`src/rtl/core/i2cm_pkg.sv`:
```
`timescale 1ns / 1ps

package i2cm_pkg;

    localparam int TICKS_W   = 10;
    localparam int TIMEOUT_W = 8;
    localparam int CFG_W     = 10;
    localparam int US_W      = 4;
    localparam int PROD_W    = TICKS_W + US_W;
    localparam int BYTE_W    = 8;
    localparam int BIT_IDX_W = 4;
    localparam int TDATA_W   = 16;

    localparam logic [0:0] CFG_TICKS_PER_US = 1'd0;
    localparam logic [0:0] CFG_ACK_TIMEOUT  = 1'd1;

    localparam logic [TICKS_W-1:0]   TICKS_RESET   = 10'd72;
    localparam logic [TIMEOUT_W-1:0] TIMEOUT_RESET = 8'd250;

    localparam logic [2:0] CMD_START = 3'd0;
    localparam logic [2:0] CMD_STOP  = 3'd1;
    localparam logic [2:0] CMD_WRITE = 3'd2;
    localparam logic [2:0] CMD_WAIT  = 3'd3;
    localparam logic [2:0] CMD_READ  = 3'd4;

    // phase lengths in microseconds
    localparam logic [US_W-1:0] US_1  = 4'd1;
    localparam logic [US_W-1:0] US_2  = 4'd2;
    localparam logic [US_W-1:0] US_5  = 4'd5;
    localparam logic [US_W-1:0] US_6  = 4'd6;
    localparam logic [US_W-1:0] US_10 = 4'd10;

    localparam logic [BIT_IDX_W-1:0] BITS_PER_BYTE = 4'd8;

    typedef enum logic [16:0] {
        PH_IDLE    = 17'h00001,
        PH_ST_A    = 17'h00002,
        PH_ST_B    = 17'h00004,
        PH_ST_C    = 17'h00008,
        PH_SP_A    = 17'h00010,
        PH_SP_B    = 17'h00020,
        PH_WR_SET  = 17'h00040,
        PH_WR_HI   = 17'h00080,
        PH_WR_LO   = 17'h00100,
        PH_WA_REL  = 17'h00200,
        PH_WA_HI   = 17'h00400,
        PH_WA_POLL = 17'h00800,
        PH_RD_LO   = 17'h01000,
        PH_RD_HI   = 17'h02000,
        PH_RD_HOLD = 17'h04000,
        PH_AK_SET  = 17'h08000,
        PH_AK_HI   = 17'h10000
    } t_phase;

    typedef struct packed {
        logic              sda_in;
        logic              send_ack;
        logic [BYTE_W-1:0] tx_byte;
        logic [2:0]        cmd;
        logic              cmd_valid;
    } t_item;

    typedef struct packed {
        logic              ack_error;
        logic [BYTE_W-1:0] rx_byte;
        logic              done_res;
        logic              busy_res;
        logic              sda_oe;
        logic              sda_out;
        logic              scl_out;
    } t_result;

    typedef struct packed {
        logic [TICKS_W-1:0]   ticks_per_us;
        logic [TIMEOUT_W-1:0] ack_timeout_polls;
    } t_cfg;

endpackage

```
`src/rtl/core/i2cm_delay_calc.sv`:
```
`timescale 1ns / 1ps

module i2cm_delay_calc #(
    parameter int DELAY_COUNT_WIDTH = 16
) (
    input  logic [i2cm_pkg::US_W-1:0]    i_us,
    input  logic [i2cm_pkg::TICKS_W-1:0] i_ticks_per_us,
    output logic [DELAY_COUNT_WIDTH-1:0] o_count
);
    import i2cm_pkg::*;

    localparam int XW = (DELAY_COUNT_WIDTH > PROD_W) ? DELAY_COUNT_WIDTH : PROD_W;

    logic [PROD_W-1:0] prod;
    logic [XW-1:0]     prod_x;
    logic [XW-1:0]     max_x;

    assign prod   = PROD_W'(i_us) * PROD_W'(i_ticks_per_us);
    assign prod_x = XW'(prod);
    assign max_x  = XW'({DELAY_COUNT_WIDTH{1'b1}});

    always_comb begin
        if (prod == '0) begin
            o_count = DELAY_COUNT_WIDTH'(1);
        end else if (prod_x > max_x) begin
            o_count = {DELAY_COUNT_WIDTH{1'b1}};
        end else begin
            o_count = DELAY_COUNT_WIDTH'(prod_x);
        end
    end

endmodule

```
`src/rtl/core/i2cm_seq.sv`:
```
`timescale 1ns / 1ps

module i2cm_seq #(
    parameter int DELAY_COUNT_WIDTH = 16
) (
    input  logic              i_clk,
    input  logic              i_rst_n,
    input  logic              i_en,
    input  i2cm_pkg::t_item   i_item,
    input  i2cm_pkg::t_cfg    i_cfg,
    output i2cm_pkg::t_result o_result
);
    import i2cm_pkg::*;

    t_phase                       r_phase, n_phase;
    logic [DELAY_COUNT_WIDTH-1:0] r_delay, n_delay;
    logic [BIT_IDX_W-1:0]         r_bit, n_bit;
    logic [BYTE_W-1:0]            r_shift, n_shift;
    logic [TIMEOUT_W-1:0]         r_poll, n_poll;
    logic                         r_pend, n_pend;
    logic                         r_scl, n_scl;
    logic                         r_sda, n_sda;
    logic                         r_oe, n_oe;
    logic                         r_err, n_err;
    logic [BYTE_W-1:0]            r_rx, n_rx;

    logic                         enter_en;
    t_phase                       enter_ph;
    logic [US_W-1:0]              enter_us;
    logic [DELAY_COUNT_WIDTH-1:0] enter_cnt;
    logic [DELAY_COUNT_WIDTH-1:0] dec;
    logic [BIT_IDX_W-1:0]         bit_inc;
    logic                         done;

    i2cm_delay_calc #(
        .DELAY_COUNT_WIDTH(DELAY_COUNT_WIDTH)
    ) u_delay_calc (
        .i_us           (enter_us),
        .i_ticks_per_us (i_cfg.ticks_per_us),
        .o_count        (enter_cnt)
    );

    assign dec     = r_delay - DELAY_COUNT_WIDTH'(1);
    assign bit_inc = r_bit + BIT_IDX_W'(1);

    always_comb begin
        n_phase  = r_phase;
        n_delay  = r_delay;
        n_bit    = r_bit;
        n_shift  = r_shift;
        n_poll   = r_poll;
        n_pend   = r_pend;
        n_scl    = r_scl;
        n_sda    = r_sda;
        n_oe     = r_oe;
        n_err    = r_err;
        n_rx     = r_rx;
        enter_en = 1'b0;
        enter_ph = PH_IDLE;
        enter_us = '0;
        done     = 1'b0;

        case (r_phase)
            PH_IDLE: begin
                if (i_item.cmd_valid && (i_item.cmd <= CMD_READ)) begin
                    enter_en = 1'b1;
                    case (i_item.cmd)
                        CMD_START: begin
                            n_oe = 1'b1; n_scl = 1'b1; n_sda = 1'b1;
                            enter_ph = PH_ST_A; enter_us = US_5;
                        end
                        CMD_STOP: begin
                            n_oe = 1'b1; n_scl = 1'b1; n_sda = 1'b0;
                            enter_ph = PH_SP_A; enter_us = US_5;
                        end
                        CMD_WRITE: begin
                            n_oe = 1'b1; n_scl = 1'b0;
                            n_bit   = '0;
                            n_sda   = i_item.tx_byte[BYTE_W-1];
                            n_shift = {i_item.tx_byte[BYTE_W-2:0], 1'b0};
                            enter_ph = PH_WR_SET; enter_us = US_2;
                        end
                        CMD_WAIT: begin
                            n_err = 1'b0; n_oe = 1'b0; n_sda = 1'b1;
                            enter_ph = PH_WA_REL; enter_us = US_1;
                        end
                        default: begin
                            n_oe = 1'b0; n_scl = 1'b0;
                            n_bit   = '0;
                            n_shift = '0;
                            n_pend  = i_item.send_ack;
                            enter_ph = PH_RD_LO; enter_us = US_5;
                        end
                    endcase
                end
            end
            PH_WA_POLL: begin
                if (!i_item.sda_in) begin
                    n_scl = 1'b0;
                    done  = 1'b1;
                end else if (r_poll >= i_cfg.ack_timeout_polls) begin
                    n_err = 1'b1;
                    n_oe = 1'b1; n_scl = 1'b1; n_sda = 1'b0;
                    enter_en = 1'b1; enter_ph = PH_SP_A; enter_us = US_5;
                end else begin
                    n_poll = r_poll + TIMEOUT_W'(1);
                end
            end
            default: begin
                n_delay = dec;
                if (dec == '0) begin
                    case (r_phase)
                        PH_ST_A: begin
                            n_sda = 1'b0;
                            enter_en = 1'b1; enter_ph = PH_ST_B; enter_us = US_6;
                        end
                        PH_ST_B: begin
                            n_scl = 1'b0;
                            enter_en = 1'b1; enter_ph = PH_ST_C; enter_us = US_2;
                        end
                        PH_SP_A: begin
                            n_sda = 1'b1;
                            enter_en = 1'b1; enter_ph = PH_SP_B; enter_us = US_6;
                        end
                        PH_WR_SET: begin
                            n_scl = 1'b1;
                            enter_en = 1'b1; enter_ph = PH_WR_HI; enter_us = US_2;
                        end
                        PH_WR_HI: begin
                            n_scl = 1'b0;
                            enter_en = 1'b1; enter_ph = PH_WR_LO; enter_us = US_2;
                        end
                        PH_WR_LO: begin
                            n_bit = bit_inc;
                            if (bit_inc >= BITS_PER_BYTE) begin
                                done = 1'b1;
                            end else begin
                                n_sda   = r_shift[BYTE_W-1];
                                n_shift = {r_shift[BYTE_W-2:0], 1'b0};
                                enter_en = 1'b1; enter_ph = PH_WR_SET; enter_us = US_2;
                            end
                        end
                        PH_WA_REL: begin
                            n_scl = 1'b1;
                            enter_en = 1'b1; enter_ph = PH_WA_HI; enter_us = US_1;
                        end
                        PH_WA_HI: begin
                            n_phase = PH_WA_POLL;
                            n_poll  = '0;
                        end
                        PH_RD_LO: begin
                            n_scl = 1'b1;
                            enter_en = 1'b1; enter_ph = PH_RD_HI; enter_us = US_2;
                        end
                        PH_RD_HI: begin
                            n_shift = {r_shift[BYTE_W-2:0], i_item.sda_in};
                            enter_en = 1'b1; enter_ph = PH_RD_HOLD; enter_us = US_10;
                        end
                        PH_RD_HOLD: begin
                            n_bit = bit_inc;
                            n_scl = 1'b0;
                            enter_en = 1'b1;
                            if (bit_inc >= BITS_PER_BYTE) begin
                                n_oe  = 1'b1;
                                n_sda = ~r_pend;
                                enter_ph = PH_AK_SET; enter_us = US_2;
                            end else begin
                                enter_ph = PH_RD_LO; enter_us = US_5;
                            end
                        end
                        PH_AK_SET: begin
                            n_scl = 1'b1;
                            enter_en = 1'b1; enter_ph = PH_AK_HI; enter_us = US_5;
                        end
                        PH_AK_HI: begin
                            n_scl = 1'b0;
                            n_rx  = r_shift;
                            done  = 1'b1;
                        end
                        default: begin
                            done = 1'b1;
                        end
                    endcase
                end
            end
        endcase

        if (enter_en) begin
            n_phase = enter_ph;
            n_delay = enter_cnt;
        end
        if (done) begin
            n_phase = PH_IDLE;
            n_delay = '0;
        end
    end

    always_ff @(posedge i_clk) begin
        if (!i_rst_n) begin
            r_phase <= PH_IDLE;
            r_delay <= '0;
            r_bit   <= '0;
            r_shift <= '0;
            r_poll  <= '0;
            r_pend  <= 1'b0;
            r_scl   <= 1'b1;
            r_sda   <= 1'b1;
            r_oe    <= 1'b1;
            r_err   <= 1'b0;
            r_rx    <= '0;
        end else if (i_en) begin
            r_phase <= n_phase;
            r_delay <= n_delay;
            r_bit   <= n_bit;
            r_shift <= n_shift;
            r_poll  <= n_poll;
            r_pend  <= n_pend;
            r_scl   <= n_scl;
            r_sda   <= n_sda;
            r_oe    <= n_oe;
            r_err   <= n_err;
            r_rx    <= n_rx;
        end
    end

    always_comb begin
        o_result.scl_out   = n_scl;
        o_result.sda_out   = n_sda;
        o_result.sda_oe    = n_oe;
        o_result.busy_res  = (n_phase != PH_IDLE);
        o_result.done_res  = done;
        o_result.rx_byte   = n_rx;
        o_result.ack_error = n_err;
    end

endmodule

```
`src/rtl/core/i2c_master_bit_engine.sv`:
```
`timescale 1ns / 1ps
// Channel   Direction  Handshake                      Payload
// s_axis    in         s_axis_tvalid / s_axis_tready  one bus tick: command and sampled SDA
// m_axis    out        m_axis_tvalid / m_axis_tready  line levels and status after the tick
// cfg       in         i_cfg_we                       ticks_per_us, ack_timeout_polls
//
// One transaction in, one out; a new tick is taken every cycle while the output flows.
// Each tick passes the input register, then a sequencer step into the output register.
// A stalled output holds both registers; s_axis_tready drops only when both are full.
// Synchronous active-low reset idles the bus with SCL and SDA high and driven.

module i2c_master_bit_engine #(
    parameter int DELAY_COUNT_WIDTH = 16
) (
    input  logic                           i_clk,
    input  logic                           i_rst_n,
    input  logic                           i_cfg_we,
    input  logic                           i_cfg_addr,
    input  logic [i2cm_pkg::CFG_W-1:0]     i_cfg_wdata,
    input  logic                           s_axis_tvalid,
    output logic                           s_axis_tready,
    // cmd_valid[0], cmd[3:1], tx_byte[11:4], send_ack[12], sda_in[13], zero[15:14]
    input  logic [i2cm_pkg::TDATA_W-1:0]   s_axis_tdata,
    output logic                           m_axis_tvalid,
    input  logic                           m_axis_tready,
    // scl_out[0], sda_out[1], sda_oe[2], busy_res[3], done_res[4], rx_byte[12:5],
    // ack_error[13], zero[15:14]
    output logic [i2cm_pkg::TDATA_W-1:0]   m_axis_tdata
);
    import i2cm_pkg::*;

    t_cfg    r_cfg;
    logic    r_in_valid;
    t_item   r_in;
    logic    r_out_valid;
    t_result r_out;
    t_result step_res;
    logic    adv;

    assign adv           = r_in_valid && (!r_out_valid || m_axis_tready);
    assign s_axis_tready = !r_in_valid || adv;
    assign m_axis_tvalid = r_out_valid;
    assign m_axis_tdata  = TDATA_W'(r_out);

    always_ff @(posedge i_clk) begin
        if (!i_rst_n) begin
            r_cfg.ticks_per_us      <= TICKS_RESET;
            r_cfg.ack_timeout_polls <= TIMEOUT_RESET;
        end else if (i_cfg_we) begin
            case (i_cfg_addr)
                CFG_TICKS_PER_US: r_cfg.ticks_per_us      <= i_cfg_wdata[TICKS_W-1:0];
                CFG_ACK_TIMEOUT:  r_cfg.ack_timeout_polls <= i_cfg_wdata[TIMEOUT_W-1:0];
                default: ;
            endcase
        end
    end

    always_ff @(posedge i_clk) begin
        if (!i_rst_n) begin
            r_in_valid  <= 1'b0;
            r_out_valid <= 1'b0;
        end else begin
            if (s_axis_tvalid && s_axis_tready) begin
                r_in_valid <= 1'b1;
            end else if (adv) begin
                r_in_valid <= 1'b0;
            end
            if (adv) begin
                r_out_valid <= 1'b1;
            end else if (m_axis_tready) begin
                r_out_valid <= 1'b0;
            end
        end
    end

    always_ff @(posedge i_clk) begin
        if (s_axis_tvalid && s_axis_tready) begin
            r_in <= s_axis_tdata[$bits(t_item)-1:0];
        end
        if (adv) begin
            r_out <= step_res;
        end
    end

    i2cm_seq #(
        .DELAY_COUNT_WIDTH(DELAY_COUNT_WIDTH)
    ) u_seq (
        .i_clk    (i_clk),
        .i_rst_n  (i_rst_n),
        .i_en     (adv),
        .i_item   (r_in),
        .i_cfg    (r_cfg),
        .o_result (step_res)
    );

endmodule
```
`config.mk`:
```
export PLATFORM = sky130hd
export DESIGN_NAME = i2c_master_bit_engine
export DESIGN_NICKNAME = d
export VERILOG_FILES = /design/src/rtl/core/i2cm_pkg.sv /design/src/rtl/core/i2cm_delay_calc.sv /design/src/rtl/core/i2cm_seq.sv /design/src/rtl/core/i2c_master_bit_engine.sv
export SDC_FILE = /design/constraint.sdc
export NUM_CORES = 1
export LEC_CHECK = 0
export BUFFER_PORTS_ARGS = -buffer_cell sky130_fd_sc_hd__buf_2
export CAP_MARGIN = 20
export CORE_ASPECT_RATIO = 1.25
export CORE_UTILIZATION = 55
export CTS_CLUSTER_SIZE = 40
export DETAILED_ROUTE_END_ITERATION = 10
export HOLD_SLACK_MARGIN = 0.03
export PLACE_DENSITY = 0.81
export SYNTH_ARGS = -nofsm -noshare
export SYNTH_HDL_FRONTEND = slang
export SYNTH_SLANG_ARGS = --single-unit
```
`constraint.sdc`:
```
create_clock -name i_clk -period 16.1 [get_ports i_clk]
set_input_delay 1.61 -clock i_clk [delete_from_list [all_inputs] [get_ports i_clk]]
set_output_delay 1.61 -clock i_clk [all_outputs]
set_load 0.05 [all_outputs]
```
==> run summary <==
Fin crit share = 44.4%
Vias per cell = 6.24
HP Class = reg2reg
Layout filler cell count = 1156
Vias in the first global route = 6360
Layout area overhead = 10.9%
CP Max Fanout = 11
Top-count cell post-synth = dfxtp_1
Static leakage = 0.00341 uW
Max-slew headroom = 35.9%
Global-route wire length before repair = 30600 um
I/O Buffers = 45
MaxCap Viol Count = 0
Clk pwr share = 42.3%
Initial antenna violation count = 0
Synth warnings = 0
Req. time, crit path = 16420 ps
Core area = 0.0133 sq mm
Syn avg cell area = 8.76 sq um
Async S/R FF share, synth = 0%
Seq/Total Area, Yosys = 34.2%
WHS = 466 ps
Die area = 0.0141 sq mm
Share of the synthesized area in the top cell type = 23.0%
Area of the multi-input gates = 0.00456 sq mm
# hold bufs at CTS = 0
Via count = 6651
ANT cells = 0
Antenna-violating nets left = 0
H-tree Lvls = 4
Num rows = 47
Clk sinks = 114
EDFF count, synth = 28
Die Height = 133 um
Reg area = 0.00256 sq mm
Setup TNS = 0 ps
Tot Pwr = 806 uW
Final setup fails = 0
Post_cts resized = 0
Wire per inst = 17.6 um
Main combinational cell family by area after synthesis = simple AND/OR/NAND/NOR gates
Final #Nets = 960
Post-Synth Adder-Cell Area = 9.28%
TritonCTS Buffers = 17
Max-slew violation count = 0
Compound-cell area share of the yosys netlist = 19.2%
CTS Buffer Depth = 2
Pint = 559 uW
DPL Wire Length = 13600 um
Worst-path clk slew = 60 ps
NetSw = 247 uW
Initial DRC count = 513
Crit path DAT = 7470 ps
Status = finished, final reports clean
Yosys reg bits = 114
Worst-Margin Slew = 960 ps
Gr usage total = 27.5%
Total routed wirelength = 18800 um
Clk Latency, worst-skew pair = 420 ps
Final hold vios = 0
Post-CTS setup buffers = 0
Mux contribution to synthesized area = 3.56%
Largest net degree at the start of global routing = 37
Fmax = 140 MHz
Overflow after GRT = 0
Post-Synth Simple-Gate Area = 25.8%
Biggest area consumer among synthesized cells = dfxtp_1
Startpoint Class = flip-flop
CP Capture Type = flip-flop
I/O Pins = 50
Synth area leaders = dfxtp_1 23%, edfxtp_1 11%, ha_1 5.0%, fa_1 4.3%, nand2_1 4.0%
DP Worst Slack = 9060 ps
Sw Ratio = 30.6%
Flop pwr share = 39.7%
Post-synthesis cell count = 856
Post-Synth XOR/XNOR Area = 2.92%
Share of cells above drive strength 1 = 13.2%
Setup Crit Path Kind = reg2reg
Netlist cell types = 88
Final core utilization = 62.6%
Post-synth top cells = 86 x dfxtp_1, 80 x nand2_1, 78 x nor2_1, 45 x inv_1, 36 x nand3_1
Comb pwr share = 18.0%
VDD IR max = 59.4 uV
Power per cell area = 97.0 mW/mm^2
Pre-Repair DR Iteration Count = 5
Min Tclk post-route = 7150 ps
PnR worst setup slack = 8950 ps
Chip Width = 106 um
Root buf cell = clkbuf_16
RSZ-0062 raised after global routing = no
Drt drc = 0
Synthesized cell area = 0.00750 sq mm
CTS tree = built
Post-Route Skew = 9.34 ps
Synth Flop Type = dfxtp_1
Initial Utilization = 56.4%
GP Congestion = 0.981
-- metal layers --
metal  routed length [um]  GRT usage (%)  vias up
met5                    0              0        -
met4                  641           13.2        0
met3                 1140           5.57       55
met2                 9210           44.8      272
met1                 7820           34.7     3134
li1                     -              -     3190
-- per-stage QoR --
stage          instance area (sq um)  instances
2_1_floorplan                   7500        857
3_3_place_gp                    7780       1034
3_5_place_dp                    7780       1034
4_1_cts                         8320       1066
5_1_grt                         8320       1066
6_report                        8320       1066
-- power by group through the flow --
stage	Combinational [uW]	Sequential [uW]	Clock, uW
floorplan	107	327	0
global placement	140	325	0
detailed placement	143	325	0
CTS	144	319	346
global route	158	321	357
finish	145	320	341
-- sequential cells by signal, indices dropped and copies added, names as in the netlist, 4 cells and up --
signal,cells
r_cfg,18
u_seq.r_bit,4
u_seq.r_phase,17
r_in,14
u_seq.r_poll,8
m_axis_tdata,14
u_seq.r_delay,16
u_seq.r_shift,8
u_seq.r_rx,8
-- logic make-up (layout without fill, tap and decap cells) --
logic type,after synthesis,in the layout
other,1,2
buffers and inverters,91,129
and+or+nand+nor,368,368
adders and majority gates,46,46
AOI/OAI and AO/OA,186,186
xor gates and xnor gates,25,25
muxes,25,25
DFF,114,114
-- layout make-up --
class                      instances  share of cell area (%)
multi-input combinational        652                    54.8
inverter                          46                    2.08
sequential                       114                    30.8
clock buffer                      17                    5.12
clock inverter                    15                    1.32
timing repair buffer              51                    3.25
tap                              171                    2.57
-- cells in the final DEF (no fill, tap or decap), types with 7 or more instances in the layout --
cell type,count
a211oi_1,10
a21o_1,11
a21oi_1,32
a22o_1,10
a311oi_1,10
and2_1,23
buf_2,45
clkbuf_16,17
dfxtp_1,86
edfxtp_1,28
fa_1,16
ha_1,30
inv_1,45
mux2_2,13
mux2i_1,12
nand2_1,80
nand2b_1,23
nand3_1,36
nand4_1,15
nor2_1,78
nor2b_1,19
nor3_1,25
nor4_1,15
o211a_1,8
o211ai_1,14
o21ai_0,23
o22ai_1,7
or3_1,11
xnor2_1,15
xor2_1,10
-- final timing paths --
kind | startpoint | end | slack [ps] | cells after the start
max | u_seq.r_delay[0] | u_seq.r_delay[0] | 8950 | 23
min | u_seq.r_err | u_seq.r_err | 470 | 2
max reg2reg | u_seq.r_delay[0] | u_seq.r_delay[0] | 8950 | 23
min reg2reg | u_seq.r_err | u_seq.r_err | 470 | 2
-- worst max-delay path, cell delays in order (launching register included) --
cell and delay [ps]:
dfxtp_1 360, inv_1 100, ha_1 350, or4b_2 710, o21ai_0 180, a211oi_1 170, o311ai_4 480, or2_1 470
a311oi_1 150, a21boi_1 690, nor2b_1 150, fa_1 530, inv_1 60, fa_1 530, inv_1 40, ha_1 350
a21o_1 200, a21o_1 190, a22o_1 220, a211o_1 260, a21oi_1 170, xor2_1 150, a311o_1 300, a22o_1 200
No activity file was read; power rests on OpenSTA's default activity.
